`src/rtl/grsa_pkg.sv`:
```
// shared types, constants and tables for the gated residual scale activation block
package grsa_pkg;

  // nonlinear unit: exponent front end plus restoring divider
  localparam int DIV_STEPS = 17;
  localparam int DIV_NW    = 51;
  localparam int DEN_W     = 35;
  localparam int NL_LAT    = 8 + DIV_STEPS;

  localparam logic [16:0] LOG2E_Q16 = 17'd94548;

  typedef enum logic {
    NL_SIGMOID,
    NL_MISH
  } nl_kind_t;

  typedef enum logic [2:0] {
    ACT_NONE,
    ACT_RELU,
    ACT_RELU_SQ,
    ACT_TANH,
    ACT_SIGMOID,
    ACT_SELU,
    ACT_SWISH,
    ACT_MISH
  } act_mode_t;

  typedef enum logic [1:0] {
    SH_8,
    SH_16,
    SH_40
  } rsh_t;

  localparam logic CFG_ACT_MODE  = 1'b0;
  localparam logic CFG_PREV_BIAS = 1'b1;

  // 2^(-j/16) in q1.16
  function automatic logic [16:0] pow2_tab(input logic [4:0] j);
    logic [16:0] v;
    case (j)
      5'd0:    v = 17'd65536;
      5'd1:    v = 17'd62757;
      5'd2:    v = 17'd60097;
      5'd3:    v = 17'd57549;
      5'd4:    v = 17'd55109;
      5'd5:    v = 17'd52773;
      5'd6:    v = 17'd50535;
      5'd7:    v = 17'd48393;
      5'd8:    v = 17'd46341;
      5'd9:    v = 17'd44376;
      5'd10:   v = 17'd42495;
      5'd11:   v = 17'd40693;
      5'd12:   v = 17'd38968;
      5'd13:   v = 17'd37316;
      5'd14:   v = 17'd35734;
      5'd15:   v = 17'd34219;
      default: v = 17'd32768;
    endcase
    return v;
  endfunction

endpackage

```
`src/rtl/grsa_nlin.sv`:
```
// pipelined exp(-|x|) front end with sigmoid or mish ratio divider
module grsa_nlin (
  input  logic                clk,
  input  logic                rst_n,
  input  logic                in_vld,
  input  logic signed [19:0]  in_x,
  input  grsa_pkg::nl_kind_t  in_kind,
  output logic                out_vld,
  output logic [16:0]         out_q,
  output logic [16:0]         out_e
);
  import grsa_pkg::*;

  logic v1_r, v2_r, v3_r, v4_r, v5_r, v6_r, v7_r, v8_r;
  logic [19:0] a1_r;
  logic neg1_r, neg2_r, neg3_r, neg4_r, neg5_r, neg6_r;
  nl_kind_t kind1_r, kind2_r, kind3_r, kind4_r, kind5_r, kind6_r;
  logic [28:0] t2_r;
  logic [16:0] base3_r;
  logic [23:0] prod3_r;
  logic [4:0]  nsh3_r, nsh4_r;
  logic        big3_r, big4_r;
  logic [16:0] v4v_r, e5_r, e6_r, e7_r, e8_r;
  logic [33:0] sq6_r;
  logic [DIV_NW-1:0] numf7_r, dvd8_r;
  logic [DEN_W-1:0]  den7_r, den8_r;

  logic [4:0]  idx3;
  logic [16:0] diff3;
  logic [16:0] e5_nxt;
  logic [DEN_W-1:0]  n0_7, den7_nxt;
  logic [DIV_NW-1:0] numf7_nxt;

  logic                vd_r   [DIV_STEPS];
  logic [DIV_NW-1:0]   rem_r  [DIV_STEPS];
  logic [DEN_W-1:0]    dd_r   [DIV_STEPS];
  logic [DIV_STEPS-1:0] q_r   [DIV_STEPS];
  logic [16:0]         ed_r   [DIV_STEPS];

  always_ff @(posedge clk) begin
    if (!rst_n) begin
      v1_r <= 1'b0; v2_r <= 1'b0; v3_r <= 1'b0; v4_r <= 1'b0;
      v5_r <= 1'b0; v6_r <= 1'b0; v7_r <= 1'b0; v8_r <= 1'b0;
    end else begin
      v1_r <= in_vld; v2_r <= v1_r; v3_r <= v2_r; v4_r <= v3_r;
      v5_r <= v4_r;   v6_r <= v5_r; v7_r <= v6_r; v8_r <= v7_r;
    end
  end

  // magnitude, then scale by log2(e)
  always_ff @(posedge clk) begin
    a1_r    <= in_x[19] ? 20'(-in_x) : 20'(in_x);
    neg1_r  <= in_x[19];
    kind1_r <= in_kind;
    t2_r    <= 29'((37'(a1_r) * 37'(LOG2E_Q16) + 37'd128) >> 8);
    neg2_r  <= neg1_r;
    kind2_r <= kind1_r;
  end

  // table interpolation
  always_comb begin
    idx3  = {1'b0, t2_r[15:12]};
    diff3 = pow2_tab(idx3) - pow2_tab(idx3 + 5'd1);
  end

  always_ff @(posedge clk) begin
    base3_r <= pow2_tab(idx3);
    prod3_r <= 24'(diff3[11:0]) * 24'(t2_r[11:0]);
    nsh3_r  <= t2_r[20:16];
    big3_r  <= t2_r[28:16] >= 13'd24;
    neg3_r  <= neg2_r;
    kind3_r <= kind2_r;
    v4v_r   <= base3_r - 17'((25'(prod3_r) + 25'd2048) >> 12);
    nsh4_r  <= nsh3_r;
    big4_r  <= big3_r;
    neg4_r  <= neg3_r;
    kind4_r <= kind3_r;
  end

  // integer part of the exponent as a rounded right shift
  always_comb begin
    if (big4_r) begin
      e5_nxt = '0;
    end else if (nsh4_r == 5'd0) begin
      e5_nxt = v4v_r;
    end else begin
      e5_nxt = 17'(({7'b0, v4v_r} + (24'd1 << (nsh4_r - 5'd1))) >> nsh4_r);
    end
  end

  always_ff @(posedge clk) begin
    e5_r    <= e5_nxt;
    neg5_r  <= neg4_r;
    kind5_r <= kind4_r;
    sq6_r   <= 34'(e5_r) * 34'(e5_r);
    e6_r    <= e5_r;
    neg6_r  <= neg5_r;
    kind6_r <= kind5_r;
  end

  // numerator and denominator of the ratio
  always_comb begin
    n0_7 = '0;
    case (kind6_r)
      NL_MISH: begin
        if (neg6_r) begin
          n0_7     = 35'(sq6_r) + (35'(e6_r) << 17);
          den7_nxt = n0_7 + (35'd1 << 33);
        end else begin
          n0_7     = (35'd1 << 32) + (35'(e6_r) << 17);
          den7_nxt = n0_7 + (35'(sq6_r) << 1);
        end
        numf7_nxt = 51'(n0_7) << 16;
      end
      default: begin
        den7_nxt  = 35'(e6_r) + 35'd65536;
        numf7_nxt = neg6_r ? (51'(e6_r) << 16) : (51'd1 << 32);
      end
    endcase
  end

  always_ff @(posedge clk) begin
    numf7_r <= numf7_nxt;
    den7_r  <= den7_nxt;
    e7_r    <= e6_r;
    dvd8_r  <= numf7_r + 51'(den7_r >> 1);
    den8_r  <= den7_r;
    e8_r    <= e7_r;
  end

  // restoring divider, one quotient bit per stage
  for (genvar j = 0; j < DIV_STEPS; j++) begin : g_step
    localparam int SH = DIV_STEPS - 1 - j;
    logic                 v_in;
    logic [DIV_NW-1:0]    rem_in;
    logic [DEN_W-1:0]     den_in;
    logic [DIV_STEPS-1:0] q_in;
    logic [16:0]          e_in;
    logic [DIV_NW:0]      dsh;
    logic                 ge;

    if (j == 0) begin : g_first
      assign v_in   = v8_r;
      assign rem_in = dvd8_r;
      assign den_in = den8_r;
      assign q_in   = '0;
      assign e_in   = e8_r;
    end else begin : g_next
      assign v_in   = vd_r[j-1];
      assign rem_in = rem_r[j-1];
      assign den_in = dd_r[j-1];
      assign q_in   = q_r[j-1];
      assign e_in   = ed_r[j-1];
    end

    assign dsh = {{(DIV_NW + 1 - DEN_W){1'b0}}, den_in} << SH;
    assign ge  = {1'b0, rem_in} >= dsh;

    always_ff @(posedge clk) begin
      if (!rst_n) begin
        vd_r[j] <= 1'b0;
      end else begin
        vd_r[j] <= v_in;
      end
    end

    always_ff @(posedge clk) begin
      rem_r[j] <= ge ? DIV_NW'({1'b0, rem_in} - dsh) : rem_in;
      dd_r[j]  <= den_in;
      q_r[j]   <= q_in | (ge ? (DIV_STEPS'(1) << SH) : '0);
      ed_r[j]  <= e_in;
    end
  end

  assign out_vld = vd_r[DIV_STEPS-1];
  assign out_q   = q_r[DIV_STEPS-1];
  assign out_e   = ed_r[DIV_STEPS-1];

endmodule

```
`config.mk`:
```
export PLATFORM = sky130hd
export DESIGN_NAME = grsa_nlin
export DESIGN_NICKNAME = d
export VERILOG_FILES = /design/src/rtl/grsa_pkg.sv /design/src/rtl/grsa_nlin.sv
export SDC_FILE = /design/constraint.sdc
export NUM_CORES = 2
export LEC_CHECK = 0
export BUFFER_PORTS_ARGS = -buffer_cell sky130_fd_sc_hd__buf_4
export CAP_MARGIN = 20
export CORE_MARGIN = 2
export CORE_UTILIZATION = 40
export CTS_BUF_LIST = sky130_fd_sc_hd__clkbuf_8 sky130_fd_sc_hd__clkbuf_16
export DETAILED_ROUTE_END_ITERATION = 10
export PLACE_DENSITY = 0.65
export RECOVER_POWER = 25
export SLEW_MARGIN = 40
export SYNTH_ARGS = -nofsm -noshare
export SYNTH_HDL_FRONTEND = slang
export SYNTH_SLANG_ARGS = --single-unit
```
`constraint.sdc`:
```
create_clock -name clk -period 7.85 [get_ports clk]
set_input_delay 1.1775 -clock clk [delete_from_list [all_inputs] [get_ports clk]]
set_output_delay 1.1775 -clock clk [all_outputs]
set_load 0.01 [all_outputs]
```
=== Yosys cells after proc, flatten, opt, wreduce, memory -nomap -nowiden ===
Memory sizes are Yosys's and may differ from the RTL's. A register that Yosys moved wholly into a read port is not among the register bits.
Cells that the tools add are included.

* Register bits: 396
* Memory bits (writable): 2057
* Bits in read-only memories: 816
* Input port bits: 24
* Word-level logic and storage cells: 196
* Memories: 8

* Add/subtract/negate cells: 31
* Multiply operators: 3
* Order comparisons: 18
* Shift operators: 2
* Muxes and demuxes: 61
* Bitwise logic cells: 33
* Reductions and logical operators: 1

{| class="wikitable"
|+ Memories
! memory !! words !! width !! read ports !! clocked after memory_dff !! wr ports !! line !! RTL
|-
| rem_r || 17 || 51 || 16 || 0 || 17 || grsa_nlin.sv:35 || <nowiki>logic [DIV_NW-1:0] rem_r [DIV_STEPS];</nowiki>
|-
| dd_r || 17 || 35 || 16 || 0 || 17 || grsa_nlin.sv:36 || <nowiki>logic [DEN_W-1:0] dd_r [DIV_STEPS];</nowiki>
|-
| ed_r || 17 || 17 || 17 || 0 || 17 || grsa_nlin.sv:38 || <nowiki>logic [16:0] ed_r [DIV_STEPS];</nowiki>
|-
| q_r || 17 || 17 || 17 || 0 || 17 || grsa_nlin.sv:37 || <nowiki>logic [DIV_STEPS-1:0] q_r [DIV_STEPS];</nowiki>
|-
| (name not given) || 16 || 17 || 1 || 1 || 0 || grsa_pkg.sv:40 || <nowiki>case (j)</nowiki>
|-
| (name not given) || 16 || 17 || 1 || 1 || 0 || grsa_pkg.sv:40 ||
|-
| +2 memories || -- || -- || -- || -- || -- || -- ||
|}

{| class="wikitable"
|+ Operators with widths
! operator !! number
|-
| $mux W51 || 18
|-
| $mux W35 || 3
|-
| $add A51 B34 Y51 || 1
|-
| $ge A51 B35 Y1 || 1
|-
| $ge A51 B36 Y1 || 1
|-
| $ge A51 B37 Y1 || 1
|-
| $ge A51 B38 Y1 || 1
|-
| $ge A51 B39 Y1 || 1
|-
| $ge A51 B40 Y1 || 1
|-
| $ge A51 B41 Y1 || 1
|-
| $ge A51 B42 Y1 || 1
|-
| $ge A51 B43 Y1 || 1
|-
| $ge A51 B44 Y1 || 1
|-
| $ge A51 B45 Y1 || 1
|-
| $ge A51 B46 Y1 || 1
|-
| $ge A51 B47 Y1 || 1
|-
| $ge A51 B48 Y1 || 1
|-
| $ge A51 B49 Y1 || 1
|-
| $ge A51 B50 Y1 || 1
|-
| $ge A51 B51 Y1 || 1
|-
| $sub A51 B35 Y51 || 1
|-
| $sub A51 B36 Y51 || 1
|-
| $sub A51 B37 Y51 || 1
|-
| $sub A51 B38 Y51 || 1
|-
| other kinds (69) || 106
|}

=== Longest topological paths before layout ===
* Word-level depth: 5
* Mapped depth: 40
* Depth with buffers taken out: 37

=== Worst setup path before layout ===
Ideal clock, no wire load.

* Path kind: reg2reg
* From: register t2_r[14]
* To: register prod3_r[21]
* Setup time: 0.118 ns
* Arrival: 8.296 ns
* Setup slack: -0.564 ns
* Stages on the path, launching flop included: 38
* Clock period less this slack: 8.414 ns
* Cell sequence: dfxtp_1 > clkbuf_1 > inv_1 > ha_1 > clkbuf_1 > xnor2_1 > nor2b_1 > o21ai_0 > ha_1 > nor2b_1 > o21ai_0 > a21oi_1 > o21a_1 > o21a_1 > o21a_1 > o21ai_0 > a21boi_0 > o21a_1 > [2 not listed] > nand3b_1 > fa_1 > inv_1 > fa_1 > fa_1 > fa_1 > inv_1 > fa_1 > inv_1 > ha_1 > nand3_1 > a221oi_1 > nor2_1 > a211oi_1 > o21a_1 > o21ai_0 > nor2b_1 > xnor2_1

* Cells in the longest elaborated chain, start to end: 5

{| class="wikitable"
|+ RTL lines
! what !! line !! RTL
|-
| start: declaration || grsa_nlin.sv:18 || <nowiki>logic [28:0] t2_r;</nowiki>
|-
| start signal: assignment || grsa_nlin.sv:55 || <nowiki>t2_r <= 29'((37'(a1_r) * 37'(LOG2E_Q16) + 37'd128) >> 8);</nowiki>
|-
| $add A4 B1 Y5 * || grsa_nlin.sv:63 || <nowiki>diff3 = pow2_tab(idx3) - pow2_tab(idx3 + 5'd1);</nowiki>
|-
| $mem_v2 Z16 W17 || -- ||
|-
| $mux W12 * || grsa_pkg.sv:40 ||
|-
| $sub A12 B12 Y12 * || grsa_nlin.sv:63 ||
|-
| $mul A12 B12 Y24 * || grsa_nlin.sv:68 || <nowiki>prod3_r <= 24'(diff3[11:0]) * 24'(t2_r[11:0]);</nowiki>
|-
| end signal: assignment || grsa_nlin.sv:68 ||
|-
| end: declaration || grsa_nlin.sv:20 || <nowiki>logic [23:0] prod3_r;</nowiki>
|}

Every way passes the cells marked *; elsewhere a longest branch is shown, timed or not.
A chain may end at the register's enable or synchronous reset.

=== Worst setup path after layout ===
* From: register t2_r[13]
* To: register prod3_r[21]

Same word-level chain as after synthesis.

==> reports/qor.yml <==
synthesis:
  synth.most_common_cell: "dfxtp_1"
  synth_top_cell_by_area: "dfxtp_1"
  netlist_instances: 11800
  netlist_top_cells_count: "dfxtp_1 (2,079), inv_1 (1,338), ha_1 (1,031)"
  synth_fp_nets: 13200
  ys_seq_area_frac: 0.381
  ys_top_cells_by_area: "dfxtp_1 (38%), ha_1 (12%), fa_1 (7.5%)"
  synthArstFlopShare: 0
  synth_ff_type: "dfxtp_1"
  ys_warn_count: 0
  synth_seq_cells: 2079
  post_synth_num_cell_types: 91
  syn_area_sq_mm: 0.109
  synthDominantCellAreaShare: 0.381
  synth_edf_count: 0
  syn_avg_cell_area_sq_um: 9.29
routing:
  viasPerCell: 5.07
  drc: 0
  final_antenna_net_count: 0
  vias: 79200
  dr.pass1.iters: 8
  drt_iter0_markers: 3683
  wire_per_inst_microns: 16.2
  wl_microns: 253000
worst_setup_path:
  arrival_ps: 8340
  worst-path-max-fanout: 4
  cp_common_cell: "fa_1"
  reg2reg_to: "prod3_r[21]$_DFF_P_"
  worstSetupPathType: "flop to flop"
  slowest_delay_ps: 540
  endpoint_kind: "flop"
  rr_startpoint: "t2_r[13]$_DFF_P_"
  cp_slowest_cell: "mux4_2"
  reg2reg_depth: 35
  required_ps: 8590
  cp-start-kind: "flop"
  r2r_slack_ps: 250
global_routing:
  overflow: 0
  grt_max_degree: 79
  antenna_found_initial: 2
  grt_pass1_wl_microns: 407000
  grt_pass1_vias: 79100
  grt.total_usage: 0.179
placed_design:
  placement.io_buffers: 58
  hpwl_microns: 200000
  dp_cells: 15200
  gp_congestion: 0.923
floorplan:
  die-area_sq_mm: 0.278
  die_w_microns: 527
  row_count: 191
  die_h_microns: 527
  pin_count: 59
  initial_core_util: 0.403
  core_area_sq_mm: 0.271
run:
  cap_violations: 0
cells_and_area:
  drive_gt1_frac: 0.0708
  fin_cells: 15600
  layout.nets: 13300
  post-route-util: 0.451
  syn_to_final_growth_pct: 11.8
clocking:
  clock_latency_ps: 910
  clkTransAtPathRegs_ps: 60
  cts_hold_buf: 0
  cts_max_level: 4
  clock-sinks: 2079
  cts_buffer_depth: 4
  cts_tree: "done"
  numCtsBuffers: 222
  cts-root-buf: "clkbuf_16"
sta:
  relSlewSlack: 0.427
  rsz0062_at_grt: "true"
  drv_slew: 0
  hold_violations: 0
  max_freq_mhz: 132
  period_needed_ps: 7600
  worstMarginPinSlew_ps: 858
  whs_ps: 316
  setup_viol: 0
  clock_skew_ps: 71.5
  fin_tns_setup_ps: 0
  fin_crit_sh: 0.969
outcome:
  status: "finished, final reports clean"
worst_hold_path:
  min_to: "q_r[0][118]$_DFF_P_"
  hold_path_depth: 0
  hp-class: "flop to flop"
  min_from: "q_r[0][101]$_DFF_P_"
==> sequential cells by signal (all words and copies together) (netlist names), 20 cells and up, named ones only <==
name and flops:
ed_r 289, den8_r 35, den7_r 35, rem_r 816
dvd8_r 35, t2_r 29, dd_r 424, a1_r 20
q_r 153, numf7_r 35, sq6_r 33
==> metal layers <==
metal,wire (microns),global-route usage,vias up
met5,0,0,-
met4,14200,0.0934,0
met3,8120,0.0195,590
met2,127000,0.332,1463
met1,104000,0.199,36800
li1,-,-,40300
==> worst max-delay path: cells and delay by family (launching register included) <==
kind            cells  cell delay, ps
mux                 1             540
compound gates     11            1950
simple gates        7             630
buf+inv             6             470
fa+ha+maj           7            2970
flops               1             380
xor+xnor            3             530
==> layout by cell type (no fill, tap or decap), types with 42 or more instances in the layout <==
cell type and instances:
a211oi_1 72, a21boi_0 56, a21o_1 406, a21oi_1 747
a31oi_1 83, and2_1 173, and3_1 74, buf_4 179
clkbuf_16 224, clkbuf_8 42, dfxtp_1 2072, fa_1 406
ha_1 1021, inv_1 1374, mux2_2 141, mux2i_1 69
nand2_1 904, nand2b_1 123, nand3_1 184, nand4_1 124
nor2_1 657, nor2b_1 125, nor3_1 188, nor4_1 85
o211ai_1 53, o21a_1 118, o21ai_0 681, o21bai_1 83
o31ai_1 58, or3_1 57, xnor2_1 468, xor2_1 323
==> what timing repair did <==
action	4_1_cts	5_1_grt
pin swaps	10	45
gates resized for setup	24	46
setup buffers	1	5
endpoints found under the setup margin	5	8
==> cell families after synthesis <==
logic type | Yosys count | share of synthesized area
simple gates | 2910 | 0.129
compound gates | 2671 | 0.153
flops | 2079 | 0.381
buf+inv | 1645 | 0.0569
fa+ha+maj | 1438 | 0.193
xor+xnor | 793 | 0.0635
mux | 238 | 0.0240
==> worst max path at each step <==
stage | slack (ps) | cells after the start | endpoint | from
floorplan | 8 | 35 | prod3_r[21]$_DFF_P_ | t2_r[15]$_DFF_P_
global route | -90 | 37 | prod3_r[21]$_DFF_P_ | t2_r[13]$_DFF_P_
global placement | -260 | 35 | prod3_r[21]$_DFF_P_ | t2_r[12]$_DFF_P_
CTS | 20 | 37 | prod3_r[22]$_DFF_P_ | t2_r[12]$_DFF_P_
detailed placement | -290 | 35 | prod3_r[21]$_DFF_P_ | t2_r[12]$_DFF_P_
finish | 250 | 35 | prod3_r[21]$_DFF_P_ | t2_r[13]$_DFF_P_
==> through the flow <==
step	cell area [sq um]	worst slack, ps
3_3_place_gp	114000	-256
3_5_place_dp	114000	-286
5_1_grt	122000	-87.5
6_report	122000	247
2_1_floorplan	109000	8.45
4_1_cts	122000	15.6
==> layout make-up <==
class                           count  area (sq um)
Fill cell                       25900        149000
Antenna cell                        4          10.0
Multi-Input combinational cell   8050         62000
Sequential cell                  2079         41600
Clock buffer                      266          6180
Timing Repair Buffer              185          1420
Clock inverter                    138          1480
Inverter                         1345          5050
Tap cell                         3570          4470
Power is left out: the tool's default activity adds up to more than one toggle a clock period on the data nets, which glitch-free logic cannot reach.
